## src/hdl/assert_macros.svh

```systemverilog
// concurrent assertion helpers, compiled out when SYNTH is set
`ifndef ASSERT_MACROS_SVH
`define ASSERT_MACROS_SVH

`ifndef SYNTH
// property must hold at every clock edge outside reset
`define ASSERT_AT(label, clk, rst, prop, msg) \
   label: assert property (@(posedge clk) disable iff (rst) prop) else $error(msg);
// condition must never be true outside reset
`define ASSERT_NEVER(label, clk, rst, cond, msg) \
   label: assert property (@(posedge clk) disable iff (rst) !(cond)) else $error(msg);
`else
`define ASSERT_AT(label, clk, rst, prop, msg)
`define ASSERT_NEVER(label, clk, rst, cond, msg)
`endif

`endif

```

## src/hdl/bse_pkg.sv

```systemverilog
`timescale 1ns / 1ps
`default_nettype none

package bse_pkg;

   // element store geometry
   localparam int MAX_ELEMS = 16;
   localparam int DATA_W    = 32;
   localparam int ADDR_W    = $clog2(MAX_ELEMS);
   localparam int CNT_W     = $clog2(MAX_ELEMS + 1);

   typedef logic [ADDR_W-1:0]        addr_type;
   typedef logic [CNT_W-1:0]         count_type;
   typedef logic signed [DATA_W-1:0] data_type;

   // sequencer states
   typedef enum logic [2:0] {
      ST_IDLE,
      ST_LOAD,
      ST_FIRST,
      ST_STEP,
      ST_END,
      ST_OUT
   } state_type;

   // store port controls driven by the sequencer
   typedef struct packed {
      logic     we;
      addr_type waddr;
      data_type wdata;
      logic     re;
      addr_type raddr;
   } ram_ctrl_type;

   // compare unit result
   typedef struct packed {
      data_type lo;
      data_type hi;
   } minmax_type;

endpackage

`default_nettype wire

```

## src/hdl/bse_ram.sv

```systemverilog
`timescale 1ns / 1ps
`default_nettype none

module bse_ram #(
   parameter int WIDTH = 32,
   parameter int DEPTH = 16
) (
   input  wire logic                     clock,
   input  wire logic                     we,
   input  wire logic [$clog2(DEPTH)-1:0] waddr,
   input  wire logic [WIDTH-1:0]         wdata,
   input  wire logic                     re,
   input  wire logic [$clog2(DEPTH)-1:0] raddr,
   output logic      [WIDTH-1:0]         rdata
);

   logic [WIDTH-1:0] mem_ff [DEPTH];
   logic [WIDTH-1:0] rdata_ff;

   // one write port, one registered read port
   always_ff @(posedge clock) begin
      if (we) begin
         mem_ff[waddr] <= wdata;
      end
      if (re) begin
         rdata_ff <= mem_ff[raddr];
      end
   end

   assign rdata = rdata_ff;

endmodule

`default_nettype wire

```

## src/hdl/bse_minmax.sv

```systemverilog
`timescale 1ns / 1ps
`default_nettype none

module bse_minmax (
   input  wire bse_pkg::data_type   a,
   input  wire bse_pkg::data_type   b,
   output bse_pkg::minmax_type      res
);

   logic swap;

   // equal values stay in place
   assign swap   = (a > b);
   assign res.lo = swap ? b : a;
   assign res.hi = swap ? a : b;

endmodule

`default_nettype wire

```

## src/hdl/bubble_sort_engine.sv

```systemverilog
// a batch of n elements loads one per beat; for n >= 2 the sort then runs in bubble
// passes, then n result beats follow back to back (a lone element goes straight out)
// no new batch is taken while busy; every compare-swap goes through the shared
// min/max unit; busy drops as the final result beat appears
// reset: synchronous, active high; clears state, count, overflow flag, strobe
// results are strobed for one cycle each and cannot be stalled
`timescale 1ns / 1ps
`default_nettype none
`include "assert_macros.svh"

module bubble_sort_engine (
   input  wire logic                     clock,
   input  wire logic                     reset,
   input  wire logic                     start,
   output logic                          busy,
   input  wire logic signed [31:0]       req_value,
   input  wire logic                     req_last,
   output logic                          rsp_strobe,
   output logic signed [31:0]            rsp_sorted_value,
   output logic                          rsp_last_out,
   output logic                          rsp_overflow
);

   bse_pkg::state_type    state_ff, state_in;
   bse_pkg::count_type    count_ff, count_in;
   logic                  dropped_ff, dropped_in;
   bse_pkg::addr_type     idx_ff, idx_in;
   bse_pkg::addr_type     pass_ff, pass_in;
   bse_pkg::data_type     held_ff, held_in;
   logic                  rsp_strobe_ff, rsp_strobe_in;
   logic                  rsp_last_ff, rsp_last_in;
   logic                  rsp_overflow_ff, rsp_overflow_in;

   bse_pkg::ram_ctrl_type ram_ctrl;
   logic [bse_pkg::DATA_W-1:0] ram_rdata;
   bse_pkg::data_type     rd_value;
   bse_pkg::minmax_type   mm;

   logic                  accept;
   logic                  room;
   bse_pkg::count_type    cnt_next;
   bse_pkg::addr_type     last_idx;
   logic                  idx_at_last;
   logic                  pass_done;

   // handshake and shared terms
   assign busy        = (state_ff != bse_pkg::ST_IDLE);
   assign accept      = start && !busy;
   assign room        = (count_ff < bse_pkg::count_type'(bse_pkg::MAX_ELEMS));
   assign cnt_next    = room ? bse_pkg::count_type'(count_ff + 1'b1) : count_ff;
   assign last_idx    = bse_pkg::addr_type'(count_ff - bse_pkg::count_type'(1));
   assign idx_at_last = (idx_ff == last_idx);
   assign pass_done   = (pass_ff == bse_pkg::addr_type'(count_ff - bse_pkg::count_type'(2)));
   assign rd_value    = $signed(ram_rdata);

   // element store
   bse_ram #(
      .WIDTH(bse_pkg::DATA_W),
      .DEPTH(bse_pkg::MAX_ELEMS)
   ) u_store (
      .clock (clock),
      .we    (ram_ctrl.we),
      .waddr (ram_ctrl.waddr),
      .wdata (ram_ctrl.wdata),
      .re    (ram_ctrl.re),
      .raddr (ram_ctrl.raddr),
      .rdata (ram_rdata)
   );

   // shared compare-swap unit: held element against the one just read
   bse_minmax u_minmax (
      .a   (held_ff),
      .b   (rd_value),
      .res (mm)
   );

   // next state
   always_comb begin
      state_in = state_ff;
      case (state_ff)
         bse_pkg::ST_IDLE: begin
            if (accept && req_last) begin
               state_in = (cnt_next >= bse_pkg::count_type'(2)) ? bse_pkg::ST_LOAD
                                                                 : bse_pkg::ST_OUT;
            end
         end
         bse_pkg::ST_LOAD:  state_in = bse_pkg::ST_FIRST;
         bse_pkg::ST_FIRST: state_in = bse_pkg::ST_STEP;
         bse_pkg::ST_STEP: begin
            if (idx_at_last) begin
               state_in = bse_pkg::ST_END;
            end
         end
         bse_pkg::ST_END: begin
            state_in = pass_done ? bse_pkg::ST_OUT : bse_pkg::ST_FIRST;
         end
         bse_pkg::ST_OUT: begin
            if (idx_at_last) begin
               state_in = bse_pkg::ST_IDLE;
            end
         end
         default: state_in = bse_pkg::ST_IDLE;
      endcase
   end

   // store port and result strobe
   always_comb begin
      ram_ctrl        = '0;
      rsp_strobe_in   = 1'b0;
      rsp_last_in     = 1'b0;
      rsp_overflow_in = 1'b0;
      case (state_ff)
         bse_pkg::ST_IDLE: begin
            ram_ctrl.we    = accept && room;
            ram_ctrl.waddr = count_ff[bse_pkg::ADDR_W-1:0];
            ram_ctrl.wdata = req_value;
         end
         bse_pkg::ST_LOAD: begin
            ram_ctrl.re    = 1'b1;
            ram_ctrl.raddr = '0;
         end
         bse_pkg::ST_FIRST: begin
            ram_ctrl.re    = 1'b1;
            ram_ctrl.raddr = bse_pkg::addr_type'(1);
         end
         bse_pkg::ST_STEP: begin
            // smaller one settles one slot back, read ahead for the next step
            ram_ctrl.we    = 1'b1;
            ram_ctrl.waddr = bse_pkg::addr_type'(idx_ff - 1'b1);
            ram_ctrl.wdata = mm.lo;
            ram_ctrl.re    = !idx_at_last;
            ram_ctrl.raddr = bse_pkg::addr_type'(idx_ff + 1'b1);
         end
         bse_pkg::ST_END: begin
            // largest of the pass lands at the top, restart from the bottom
            ram_ctrl.we    = 1'b1;
            ram_ctrl.waddr = last_idx;
            ram_ctrl.wdata = held_ff;
            ram_ctrl.re    = !pass_done;
            ram_ctrl.raddr = '0;
         end
         bse_pkg::ST_OUT: begin
            ram_ctrl.re     = 1'b1;
            ram_ctrl.raddr  = idx_ff;
            rsp_strobe_in   = 1'b1;
            rsp_last_in     = idx_at_last;
            rsp_overflow_in = dropped_ff;
         end
         default: begin
            ram_ctrl = '0;
         end
      endcase
   end

   // counters and held element
   always_comb begin
      count_in   = count_ff;
      dropped_in = dropped_ff;
      idx_in     = idx_ff;
      pass_in    = pass_ff;
      held_in    = held_ff;
      case (state_ff)
         bse_pkg::ST_IDLE: begin
            idx_in  = '0;
            pass_in = '0;
            if (accept) begin
               count_in   = cnt_next;
               dropped_in = dropped_ff || !room;
            end
         end
         bse_pkg::ST_LOAD: begin
            idx_in = '0;
         end
         bse_pkg::ST_FIRST: begin
            held_in = rd_value;
            idx_in  = bse_pkg::addr_type'(1);
         end
         bse_pkg::ST_STEP: begin
            held_in = mm.hi;
            idx_in  = bse_pkg::addr_type'(idx_ff + 1'b1);
         end
         bse_pkg::ST_END: begin
            pass_in = bse_pkg::addr_type'(pass_ff + 1'b1);
            idx_in  = '0;
         end
         bse_pkg::ST_OUT: begin
            idx_in = bse_pkg::addr_type'(idx_ff + 1'b1);
            if (idx_at_last) begin
               count_in   = '0;
               dropped_in = 1'b0;
            end
         end
         default: begin
            idx_in = '0;
         end
      endcase
   end

   // registers
   always_ff @(posedge clock) begin
      if (reset) begin
         state_ff      <= bse_pkg::ST_IDLE;
         count_ff      <= '0;
         dropped_ff    <= 1'b0;
         rsp_strobe_ff <= 1'b0;
      end else begin
         state_ff      <= state_in;
         count_ff      <= count_in;
         dropped_ff    <= dropped_in;
         rsp_strobe_ff <= rsp_strobe_in;
      end
      idx_ff          <= idx_in;
      pass_ff         <= pass_in;
      held_ff         <= held_in;
      rsp_last_ff     <= rsp_last_in;
      rsp_overflow_ff <= rsp_overflow_in;
   end

   // result beat
   assign rsp_strobe       = rsp_strobe_ff;
   assign rsp_sorted_value = rd_value;
   assign rsp_last_out     = rsp_last_ff;
   assign rsp_overflow     = rsp_overflow_ff;

   // checks
   `ASSERT_NEVER(a_no_rw_same_addr, clock, reset, ram_ctrl.we && ram_ctrl.re && (ram_ctrl.waddr == ram_ctrl.raddr), "store read and write hit the same entry")
   `ASSERT_AT(a_last_ends_run, clock, reset, rsp_strobe_ff && rsp_last_ff |=> !rsp_strobe_ff, "result beat after the final one")
   `ASSERT_NEVER(a_out_nonempty, clock, reset, (state_ff == bse_pkg::ST_OUT) && (count_ff == '0), "emitting an empty batch")

endmodule

`default_nettype wire

```

## config.mk

```make
export PLATFORM = sky130hd
export DESIGN_NAME = bubble_sort_engine
export DESIGN_NICKNAME = d
export VERILOG_FILES = /design/src/hdl/bse_pkg.sv /design/src/hdl/bse_ram.sv /design/src/hdl/bse_minmax.sv /design/src/hdl/bubble_sort_engine.sv
export VERILOG_INCLUDE_DIRS = /design/src /design/src/hdl
export SDC_FILE = /design/constraint.sdc
export NUM_CORES = 1
export LEC_CHECK = 0
export BUFFER_PORTS_ARGS = -buffer_cell sky130_fd_sc_hd__buf_2
export CAP_MARGIN = 20
export CORE_ASPECT_RATIO = 1.1
export CORE_MARGIN = 4
export CORE_UTILIZATION = 65
export CTS_CLUSTER_SIZE = 40
export DETAILED_ROUTE_END_ITERATION = 16
export PLACE_DENSITY = 0.83
export SLEW_MARGIN = 40
export SYNTH_ARGS = -nofsm -noshare
export SYNTH_HDL_FRONTEND = slang
export SYNTH_SLANG_ARGS = --single-unit
```

## constraint.sdc

```tcl
create_clock -name clock -period 11.95 [get_ports clock]
set_clock_uncertainty 0.15 [all_clocks]
set_input_delay 1.7925 -clock clock [delete_from_list [all_inputs] [get_ports clock]]
set_output_delay 1.7925 -clock clock [all_outputs]
set_load 0.005 [all_outputs]
```

Word-level counts from Yosys, hierarchy flattened
Memory sizes are Yosys's and may differ from the RTL's. A register that Yosys moved wholly into a read port is not among the register bits.
Cells that the tools add are included.
- output and inout bits: 36
- memory bits (writable): 512
- input bits: 36
- flip-flop bits (word level): 52
- memories: 1
- logic and storage cells: 71
- $lt $le $gt $ge: 3
- reduce and logical (&&, ||, !) cells: 17
- $add $sub $neg: 6
- equality and inequality tests: 12
- multiplexer cells: 23
- memory list (name ; words ; width ; read ports ; clocked after Yosys merged registers in ; wr ports ; line ; RTL):
    u_store.mem_ff ; 16 ; 32 ; 1 ; 1 ; 1 ; bse_ram.sv:17 ; logic [WIDTH-1:0] mem_ff [DEPTH];
- operator list (kind ; count):
    $pmux W37 S3 ; 1
    $mux W32 ; 2
    $pmux W32 S2 ; 1
    $gt A32 B32 Y1 ; 1
    $pmux W5 S5 ; 1
    $pmux W3 S6 ; 1
    $pmux W4 S2 ; 2
    $mux W3 ; 5
    $mux W5 ; 3
    $ne A2 B2 Y1 const B ; 5
    $pmux W5 S2 ; 1
    $add A4 B1 Y4 const B ; 2
    $eq A4 B4 Y1 ; 2
    $sub A4 B1 Y4 const B ; 2
    $eq A3 B2 Y1 const B ; 2
    $eq A3 B3 Y1 const B ; 2
    $reduce_and A3 Y1 ; 2
    $reduce_bool A2 Y1 ; 3
    $add A5 B1 Y5 const B ; 1
    $ge A5 B2 Y1 const B ; 1
    $lt A5 B5 Y1 const B ; 1
    $mux W1 ; 5
    $logic_not A1 Y1 ; 4
    $sub A4 B2 Y4 const B ; 1
    other kinds (8) ; 10

Depth between registers and ports, before layout
- word-level depth: 7
- gate-level depth with buffers: 11
- gate-level depth less buffers: 9

Hierarchy
A second synthesis with hierarchy kept.
- cell total of the unflattened synthesis: 1903
- area total of the unflattened synthesis: 27802.9 sq um
- by module, submodules not included (module ; times used ; cells an instance ; seq. area each (sq um) ; area an instance (sq um)):
    bse_ram ; 1 ; 838 ; 16335.7 ; 20174.3
    bse_minmax ; 1 ; 665 ; 0.0 ; 4260.3
    bubble_sort_engine ; 1 ; 400 ; 1401.3 ; 3368.2

Worst setup path before layout
No wires, ideal clock.
- kind: reg2reg
- from: register u_store.rdata_ff[21] (netlist: u_store.rdata[21]), read port of u_store.mem_ff
- to: register held_ff[0], enable pin
- path buffers: 1
- slack: 7.016 ns
- stages on the path, launching flop included: 11
- arrival time: 4.314 ns
- required time: 11.330 ns
- clock period less this slack: 4.934 ns
- library setup time: 0.470 ns
- path through: edfxtp_1 -> inv_1 -> ha_1 -> a211oi_1 -> nor2_1 -> nor4_1 -> o21a_1 -> and3_1 -> clkbuf_1 -> nor2_1 -> a21boi_0
- cells in the longest elaborated chain, start to end: 3
- RTL lines (what ; line ; RTL):
    start, declared ; bse_ram.sv:18 ; logic [WIDTH-1:0] rdata_ff;
    $gt A32 B32 Y1 ; bse_minmax.sv:13 ; assign swap = (a > b);
    $ne A2 B2 Y1 (no line) ; -- ;
    $reduce_and A2 Y1 (no line) ; -- ;
    end signal, assigned ; bubble_sort_engine.sv:214 ; held_ff <= held_in;
    end, declared ; bubble_sort_engine.sv:29 ; bse_pkg::data_type held_ff, held_in;
Every way passes these cells.
A chain may end at the register's enable or synchronous reset.

Worst setup path after layout
- from: register state_ff[2]
- to: register u_store.rdata_ff[18] (netlist: u_store.rdata[18]), read port of u_store.mem_ff (data pin)
- cells in the longest elaborated chain, start to end: 2
- elaborated cells on any way between the ends: 6
- those cells by class: eq/ne (5); mux (1)
- RTL lines (what ; line ; RTL):
    start, declared ; bubble_sort_engine.sv:24 ; bse_pkg::state_type state_ff, state_in;
    start signal, assigned ; bubble_sort_engine.sv:202 ; state_ff <= bse_pkg::ST_IDLE;
    start signal, assigned ; bubble_sort_engine.sv:207 ; state_ff <= state_in;
    $eq A3 B3 Y1, or another cell as far along ; bubble_sort_engine.sv:112 ; case (state_ff)
    $pmux W5 S5 (*) ; bubble_sort_engine.sv:112 ;
Mark *: on every way between the ends. The rest lies on a longest branch, timed or not.

==> impl_metrics.json <==
{
  "run_status": "complete, no violations",
  "tritoncts": "yes",
  "area_of_the_multi_input_gates_sq_um": 7140,
  "die_width_um": 197,
  "crit_slowest_cell": "sky130_fd_sc_hd__buf_4",
  "num-fill-cells": 2096,
  "totalWireLength_um": 61600,
  "cts_hold_repair.buffers": 0,
  "htree_num_levels": 2,
  "dr_total_vias": 17315,
  "power_leakage_nw": 9.84,
  "synth_fp_nets": 2063,
  "postCtsSetupRepairBufs": 0,
  "crit_path_frequent_cell": "sky130_fd_sc_hd__buf_4",
  "cts_resized": 0,
  "detailedRoute.firstPassIterationCount": 8,
  "synthesis.area_per_instance_sq_um": 12.9,
  "globalRouteOverflowTotal": 0,
  "worstRegToRegCells": 9,
  "cell_count_after_synthesis": 1987,
  "ir_drop_mv": 0.322,
  "timing.setup.critical_path_class": "reg2reg",
  "timing.final.hold_violations": 0,
  "place_congestion": 0.872,
  "globalRouteMet3Util_pct": 5.88,
  "yosys_register_bits": 596,
  "dp_hpwl_um": 37300,
  "dp_cells": 2492,
  "setup-tns-final_ns": 0,
  "post-route-min-period_ns": 4.49,
  "die_height_um": 216,
  "critical_path.endpoint_type": "register",
  "min_path_type": "reg2reg",
  "timing.hold.worst.start": "dropped_ff",
  "global_route.usage.total_pct": 28.4,
  "crit_path_max_fanout": 66,
  "area_delta_synth_final_pct": 12.8,
  "setup.worst_path.start_class": "register",
  "wl_per_cell_um": 23.8,
  "worst_slew_pin_slew_ns": 0.898,
  "cts_sinks": 596,
  "global_route_wire_length_before_repair_um": 94400,
  "antenna-diode-count": 0,
  "final_max_slew_viol_count": 0,
  "numPortBuffers": 71,
  "detailedRoute.firstIterationViolations": 2267,
  "final_cell_count_no_fill": 2590,
  "arrival_ns": 4.63,
  "finalSetupViolCount": 0,
  "insertion_delay_ns": 0.58,
  "cp_slowest_stage_delay_ns": 0.77,
  "final_min_period_over_clock_period_pct": 37.6,
  "io_pins": 72,
  "placeableCoreArea_sq_um": 38500,
  "power_density_nw_per_um2": 257,
  "die_area_sq_um": 42500,
  "layout-drive-gt1-share_pct": 12.3,
  "max-slew-margin-rel_pct": 40.2,
  "grt.met1_usage_pct": 39.9,
  "crit_required_ns": 12.09,
  "cts-root-buf": "sky130_fd_sc_hd__clkbuf_16",
  "layout.nets": 2124,
  "fmaxAchievable_ghz": 0.222,
  "grt_max_degree": 219,
  "ys.flop_type": "sky130_fd_sc_hd__edfxtp_1",
  "yosys_warnings": 0,
  "synth-edff-count": 580,
  "gr-usage-met2_pct": 45.3,
  "maxCapViolCount": 0,
  "sequential_cell_area_sq_um": 17700,
  "grt_antenna_before_repair": 0,
  "share_of_async_settable_or_async_resettable_flops_after_synthesis_pct": 0,
  "r2r_start": "state_ff[2]",
  "ant_nets": 0,
  "worstPathCellList": "buf_4 -> or2_2 -> nor2_1 -> a21oi_4 -> buf_4 -> buf_4 -> a311oi_1 -> a211oi_1 -> a21oi_1",
  "cts.clk_slew.worst_paths_ns": 0.06,
  "clockBufferDepth": 3,
  "route.detailed.drc": 0,
  "synth_sequential_area_ratio_pct": 69.4,
  "floorplan.initialDensity_pct": 66.4,
  "avgViaCountPerCell": 6.69,
  "synth.cell_area_sq_um": 25500,
  "grt_busiest_layer": "met2",
  "first_global_vias": 16639,
  "rsz_0062_raised_after_global_routing": "false",
  "worst_setup_path_startpoint": "state_ff[2]",
  "ys_types": 52,
  "floorplan.rows": 75,
  "cts-buffers-inserted": 53,
  "hold-path-cell-count": 1
}
==> routing by layer <==
| metal | vias up | share of wire (%) |
|---|---|---|
| li1 | 7585 | - |
| met1 | 8410 | 38 |
| met2 | 1159 | 48 |
| met3 | 161 | 12 |
| met4 | 0 | 3.0 |
| met5 | - | 0 |
==> flip-flops by register name (all words and copies together) (netlist names) <==
signal and cells:
idx_ff 4, u_store.rdata 32, count_ff 5, held_ff 32, u_store.mem_ff 512, dropped_ff 1
rsp_overflow 1, rsp_last_out 1, state_ff 3, pass_ff 4, rsp_strobe 1
==> path summary, 6_finish.rpt <==
path,end,slack [ns]
setup reg to reg,u_store.rdata[18],7.46
setup / recovery,u_store.rdata[18],7.46
hold / removal,rsp_overflow,0.31
hold reg to reg,rsp_overflow,0.31
==> logic make-up after synthesis <==
kind of cell | synth area share, %
XOR/XNOR | 0.720
AO/OA/AOI/OAI | 11.3
AND/OR/NAND/NOR | 11.9
adder cells (fa/ha/maj) | 1.96
multiplexers | 1.25
buffers and inverters | 3.43
flip-flops | 69.4
==> through the flow <==
step                hold WS [ns]  util, %  total power, mW  cell area, sq um  setup slack (ns)
finish                     0.309     74.9             7.40             28800              7.46
global route               0.341     74.9             7.73             28800              7.21
CTS                        0.312     74.8             7.34             28800              7.51
detailed placement         0.298     70.3             5.66             27100              7.55
global placement           0.293     68.5             5.45             26400              7.57
floorplan                  0.281        -             4.71             25500              7.02
==> synthesized netlist by cell type, types with 41 or more instances <==
cell type / number / area share, %
sky130_fd_sc_hd__a211oi_1: 98 / 2.9
sky130_fd_sc_hd__a21oi_1: 54 / 1.1
sky130_fd_sc_hd__a311oi_1: 64 / 2.2
sky130_fd_sc_hd__a31oi_1: 65 / 1.6
sky130_fd_sc_hd__buf_2: 52 / 1.0
sky130_fd_sc_hd__clkbuf_1: 60 / 0.88
sky130_fd_sc_hd__edfxtp_1: 580 / 68
sky130_fd_sc_hd__inv_1: 41 / 0.60
sky130_fd_sc_hd__nand2_1: 409 / 6.0
sky130_fd_sc_hd__nand3_1: 74 / 1.4
sky130_fd_sc_hd__nor2_1: 76 / 1.1
sky130_fd_sc_hd__nor2b_1: 71 / 1.7
sky130_fd_sc_hd__o21ai_0: 76 / 1.5
==> cell type report <==
class | instances | area share (%)
clock buffer | 66 | 4.92
clock inverter | 31 | 1.06
inverter | 41 | 0.534
multi-input combinational | 1207 | 24.8
sequential | 596 | 61.6
tap | 500 | 2.17
timing repair buffer | 149 | 4.97
==> critical path, delay by kind of cell (launching register included) <==
kind / cells / cell delay [ns]
DFF: 1 / 0.31
and+or+nand+nor: 2 / 0.87
AOI/OAI and AO/OA: 4 / 0.82
buffers and inverters: 3 / 1.98
==> cell usage in the layout, fill, tap and decap left out, types with 15 or more instances in the layout <==
cell type and count:
sky130_fd_sc_hd__edfxtp_1 580, sky130_fd_sc_hd__nand2_1 409, sky130_fd_sc_hd__a211oi_1 97, sky130_fd_sc_hd__nand3_1 74, sky130_fd_sc_hd__o21ai_0 72, sky130_fd_sc_hd__nor2b_1 71
sky130_fd_sc_hd__buf_2 71, sky130_fd_sc_hd__a31oi_1 65, sky130_fd_sc_hd__a311oi_1 64, sky130_fd_sc_hd__nor2_1 60, sky130_fd_sc_hd__clkbuf_16 55, sky130_fd_sc_hd__a21oi_1 53
sky130_fd_sc_hd__buf_4 43, sky130_fd_sc_hd__inv_1 41, sky130_fd_sc_hd__ha_1 40, sky130_fd_sc_hd__and3_1 36, sky130_fd_sc_hd__a41oi_1 33, sky130_fd_sc_hd__mux2i_1 32
sky130_fd_sc_hd__buf_16 19, sky130_fd_sc_hd__nor2_4 16, sky130_fd_sc_hd__xnor2_1 15, sky130_fd_sc_hd__dfxtp_1 15
==> power by group <==
group	internal (mW)	leakage (nW)	switching (mW)
logic	0.752	3.55	1.68
clock network	0.969	0.839	0.720
registers	3.06	5.45	0.213
total	4.78	9.84	2.62
Note: power is estimated with default switching activity, not from simulation.
